### src/hdl/glzw_pkg.sv
package glzw_pkg;

    localparam int TABLE_DEPTH = 4096;
    localparam int ADDR_W      = 12;
    localparam int ACC_W       = 20;

    // Result status codes
    localparam logic [2:0] ST_PIXEL   = 3'd0;
    localparam logic [2:0] ST_STARVED = 3'd1;
    localparam logic [2:0] ST_TAKEN   = 3'd2;
    localparam logic [2:0] ST_REFUSED = 3'd3;
    localparam logic [2:0] ST_ENDED   = 3'd4;

    // Configuration register indexes
    localparam logic CFG_MIN_SIZE   = 1'b0;
    localparam logic CFG_LINE_WIDTH = 1'b1;

    typedef enum logic [1:0] {
        PH_AWAIT = 2'd0,
        PH_RUN   = 2'd1,
        PH_ENDED = 2'd2
    } phase_t;

    typedef enum logic {
        KIND_BYTE = 1'b0,
        KIND_PULL = 1'b1
    } kind_t;

    typedef enum logic [2:0] {
        S_IDLE,
        S_PULL,
        S_POP_RD,
        S_CODE,
        S_WALK,
        S_WALK_RD,
        S_EMIT
    } back_state_t;

    // Classified item handed from front to back
    typedef struct packed {
        logic       valid;
        kind_t      kind;
        logic [7:0] data;
    } item_t;

    // Clamp the minimum code size to its legal range
    function automatic logic [3:0] eff_size(input logic [3:0] min_size,
                                            input logic [3:0] max_bits);
        logic [3:0] m;
        m = min_size;
        if (m < 4'd2) m = 4'd2;
        if (m > 4'd9) m = 4'd9;
        if (m + 4'd1 > max_bits) m = max_bits - 4'd1;
        return m;
    endfunction

endpackage

### src/hdl/glzw_front.sv
module glzw_front
    import glzw_pkg::*;
(
    input  logic       clk,
    input  logic       rst_n,
    input  logic       in_valid,
    output logic       in_stall,
    input  logic       action,
    input  logic [7:0] data_byte,
    output item_t      item,
    input  logic       item_pop
);

    logic [8:0] slot_reg [2];
    logic       rd_ptr_reg, rd_ptr_next;
    logic       wr_ptr_reg, wr_ptr_next;
    logic [1:0] count_reg, count_next;
    logic       push;
    logic       pop;

    assign in_stall = (count_reg == 2'd2);
    assign push     = in_valid && !in_stall;
    assign pop      = item_pop && (count_reg != 2'd0);

    // Classify head entry
    assign item.valid = (count_reg != 2'd0);
    assign item.kind  = slot_reg[rd_ptr_reg][8] ? KIND_PULL : KIND_BYTE;
    assign item.data  = slot_reg[rd_ptr_reg][7:0];

    always_comb
    begin
        rd_ptr_next = rd_ptr_reg ^ pop;
        wr_ptr_next = wr_ptr_reg ^ push;
        count_next  = count_reg + {1'b0, push} - {1'b0, pop};
    end

    // Queue pointers
    always_ff @(posedge clk or negedge rst_n)
    begin
        if (!rst_n)
        begin
            rd_ptr_reg <= 1'b0;
            wr_ptr_reg <= 1'b0;
            count_reg  <= 2'd0;
        end
        else
        begin
            rd_ptr_reg <= rd_ptr_next;
            wr_ptr_reg <= wr_ptr_next;
            count_reg  <= count_next;
        end
    end

    // Queue storage
    always_ff @(posedge clk)
    begin
        if (push)
        begin
            slot_reg[wr_ptr_reg] <= {action, data_byte};
        end
    end

    a_count_range: assert property (@(posedge clk) disable iff (!rst_n)
        count_reg <= 2'd2) else $error("queue count overflow");
    a_no_pop_empty: assert property (@(posedge clk) disable iff (!rst_n)
        (count_reg == 2'd0) |=> (count_reg <= 2'd1)) else $error("queue underflow");
    a_full_stalls: assert property (@(posedge clk) disable iff (!rst_n)
        (count_reg == 2'd2) |-> !push) else $error("push into full queue");

endmodule

### config.mk
export PLATFORM = sky130hd
export DESIGN_NAME = glzw_front
export DESIGN_NICKNAME = d
export VERILOG_FILES = /design/src/hdl/glzw_pkg.sv /design/src/hdl/glzw_front.sv
export SDC_FILE = /design/constraint.sdc
export NUM_CORES = 1
export LEC_CHECK = 0
export ABC_AREA = 0
export BUFFER_PORTS_ARGS = -buffer_cell sky130_fd_sc_hd__buf_4
export CAP_MARGIN = 20
export CORE_UTILIZATION = 45
export CTS_BUF_LIST = sky130_fd_sc_hd__clkbuf_16
export DETAILED_ROUTE_END_ITERATION = 10
export PLACE_DENSITY = 0.84
export REMOVE_ABC_BUFFERS = 1
export SYNTH_ARGS = -nofsm -noshare
export SYNTH_HDL_FRONTEND = slang
export SYNTH_SLANG_ARGS = --single-unit
### constraint.sdc
create_clock -name clk -period 1.4 [get_ports clk]
set_input_delay 0.42 -clock clk [delete_from_list [all_inputs] [get_ports clk]]
set_output_delay 0.42 -clock clk [all_outputs]
set_load 0.01 [all_outputs]
# Word-level counts from Yosys, hierarchy flattened
# Memories as Yosys holds them, arrays and structs flattened.
# Index checks and enable logic that the tools add are counted.
# op_classes
add_sub_neg,2
mux,3
reduce_logical,4
n_bitwise,2
n_eq_ne,1
# op_table
op,count
1-bit two-way mux,3
2-bit by 1-bit adder with 2-bit output,1
"2-bit equality test, second input constant",1
1-bit logical AND,2
2-bit nonzero test,1
2-bit by 1-bit subtractor with 2-bit output,1
1-bit XOR,2
1-bit logical NOT,1
# totals
mem_bits_rw,18
reg_bits,4
word_cells,16
inputBits,13
out_inout_bits,11
mem_count,1
# mem_list
memory,depth,word_bits,rd,rd_clocked_by_memory_dff,write_ports,line,source
slot_reg,2,9,1,0,1,glzw_front.sv:14,logic [8:0] slot_reg [2];

# Longest topological paths before layout
# depth
word_depth,5
depth_mapped,7
depth_no_buf,7

# Worst setup path before layout
# No wires, ideal clock.
# synth_timing
path_kind,register to register
from,register count_reg[1]
to,register count_reg[1]
path_stages_with_launch,7
arrival_ns,1.325
path_slack_ns,-0.048
setup_ns,0.123
path_buffers,0
t_required_ns,1.277
synth_period_minus_slack_ns,1.448
cell_sequence,dfrtp_1 > o21a_2 > ha_1 > inv_1 > ha_1 > xnor2_1 > xnor2_1
# synth_between
elab_chain_cells,5
word_cells_on_any_way,7
classes_between,add/sub (2); eq/ne (1); reduce/logical (4)
# synth_lines
item,line,source
"start, declared",glzw_front.sv:17,"logic [1:0] count_reg, count_next;"
"start signal, assigned",glzw_front.sv:50,count_reg <= count_next;
2-bit equality test,glzw_front.sv:21,assign in_stall = (count_reg == 2'd2);
1-bit logical NOT,glzw_front.sv:22,assign push = in_valid && !in_stall;
1-bit logical AND,glzw_front.sv:22,
2-bit by 1-bit adder with 2-bit output,glzw_front.sv:34,"count_next = count_reg + {1'b0, push} - {1'b0, pop};"
2-bit by 1-bit subtractor with 2-bit output (*),glzw_front.sv:34,
net count_next[1],glzw_front.sv:17,
# Mark *: on every way through the listed nets, which the timed path passes. The rest lies on a longest branch.

==> metrics.yaml <==
drtPass1Iterations: 4
peakVddDrop_v: 0.00137
areaGrowthSynthToFinish_pct: 51.6
hold_viol_final: 0
synth.ff_latch_count: 22
worst_pin_slew_ns: 0.235
fp.dieH_um: 47.0
synth-main-ff-cell: "edfxtp_1"
remaining_drc_errors: 0
largest_reg_flops: 18
synth_top_cell_area_share_pct: 59.4
ys_seq_area_share_pct: 70.4
grt_max_degree: 12
combPwrFrac_pct: 47.1
hold_path.class: "in2reg"
grt_overflow: 0
avgSynthCellArea_um2: 19.0
h-tree-depth: 1
layout.nets: 103
crit_path_max_incr_delay_ns: 0.40
cp.arrival_ns: 1.23
worstPathCellList: "buf_12 -> mux2_4 -> buf_6"
routed_via_density: 4.81
synthCells: 48
vias: 524
drive_gt1_share_pct: 66.7
fill_cells: 111
start_util_pct: 50.5
setup_slack_ns: -0.248
internal-power_mw: 2.19
period_minus_slack_ns: 1.65
synth_top_area_cell: "edfxtp_1"
row_count: 15
hold_path_depth: 1
numCtsBuffers: 3
slew-limit-headroom_pct: 84.3
ys_types: 13
slowest_stage: "dfrtp_1"
routed_wl_um: 1440
die_area_um2: 2210
multiInputGateArea_um2: 297
antenna_cells: 0
grt_antenna_before_repair: 0
synthTopCellsByArea: "edfxtp_1, mux2_4, dfrtp_1"
syn_area_um2: 910
routabilityCongestion: 0.610
fp.coreArea_um2: 1800
leakage_nw: 0.589
ff2ff_path_depth: 6
clk_pin_slew_ns: 0.05
clkPwrFrac_pct: 18.8
cp_max_fo: 9
fp.dieW_um: 47.0
violations: "negative setup slack"
yosysWarnings: 0
dp.cells: 100
slew_violations: 0
setup_viol: 11
io_pins: 24
synth_edf_count: 18
dp_hpwl_um: 977
layout.cells.non_filler: 109
cts.sinks: 22
skew_ns: 0.00221
ant_nets: 0
stdcell_area_um2: 1380
p_switching_mw: 0.790
grt_usage_pct: 14.9
drtIter0Drc: 5
setup_tns_ns: -2.47
insertion_delay_ns: 0.24
numPortBuffers: 23
worst_setup_path_end_kind: "primary output"
worst_setup_path_start_kind: "flip-flop"
fin_crit_sh_pct: 118
cts_tree: "done"
placed_area_um2: 1150
synth_most_common_cell: "edfxtp_1"
first_global_vias: 552
p_sw_share_pct: 26.6
grt_pass1_wl_um: 2150
async_flop_share_pct: 18.2
timing.fmax_ghz: 0.607
seqCellArea_um2: 642
rsz0062_at_grt: "yes"
seq_power_share_pct: 34.1
required_ns: 0.98
max-cap-violations: 0
crit_type: "reg2out"
clock-root-buffer: "clkbuf_16"
post-route-util_pct: 76.5
p_per_area_nw_per_um2: 2160
clk_path_buf_depth: 2
wl_per_cell_um: 13.2
status: "complete, but fails checks"
synth_commonest_cells: "edfxtp_1, mux2_4, dfrtp_1, ha_1, inv_1"
## metal layers
layer	up-vias	part of all wire (%)	global-route usage, %
li1	244	-	-
met1	259	37	14.1
met2	19	58	29.7
met3	2	4.7	3.46
met4	0	0.63	6.86
met5	-	0	0
## stage by stage
step	total power [mW]	hold slack (ns)	setup slack (ns)
final	2.98	0.360	-0.248
after global routing	3.15	0.351	-0.287
after CTS	2.90	0.356	-0.257
after detailed placement	2.07	0.223	-0.115
after global placement	2.02	0.220	-0.0805
after floorplan	1.58	0.124	-0.0476
## cell families after synthesis
group / synth area share (%)
fa+ha+maj: 5.50
buf+inv: 2.89
mux: 14.9
simple gates: 2.48
flops: 70.4
xor+xnor: 2.89
compound gates: 0.963
## critical path: cells and delay by family, from the launching register on
family                 cells  cell delay [ns]
buffers and inverters      2             0.28
multiplexers               1             0.30
flip-flops                 1             0.40
## cells in the final DEF (no fill, tap or decap), types with 2 or more instances in the layout
master,instances
edfxtp_1,18
inv_1,2
dfrtp_1,3
buf_4,19
ha_2,2
buf_6,13
ha_4,2
inv_2,2
mux2_4,9
clkbuf_16,3
## layout make-up
cell class                 instances  share of cell area [%]
multi-input combinational         21                    21.5
timing repair buffer              34                    23.1
sequential                        22                    46.6
tap                               25                    2.27
inverter                           4                    1.09
clock buffer                       3                    5.44
## repair_timing
action	CTS	global route
buffers inserted	4	1
setup endpoints to repair	30	13
endpoints found under the hold margin	4	0
gates resized for setup	17	8
pin swaps	4	5
hold buffers	1	0
## power by group through the flow
stage	Clock (mW)	Sequential (mW)	Combinational (mW)
final	0.559	1.01	1.40
after global routing	0.605	1.03	1.51
after CTS	0.572	1.01	1.32
after detailed placement	0	1.01	1.06
after global placement	0	0.990	1.03
after floorplan	0	1.04	0.545
## worst paths after layout
kind,startpoint,endpoint,slack (ns)
max in group asynchronous,rst_n,count_reg[1],0.78
hold reg to reg,wr_ptr_reg,wr_ptr_reg,0.65
hold / removal,data_byte[1],slot_reg[0][1],0.36
setup / recovery,rd_ptr_reg,item[6],-0.25
min in group asynchronous,rst_n,wr_ptr_reg,0.51
setup reg to reg,count_reg[1],count_reg[1],-0.08
(Power assumes the default switching activity.)
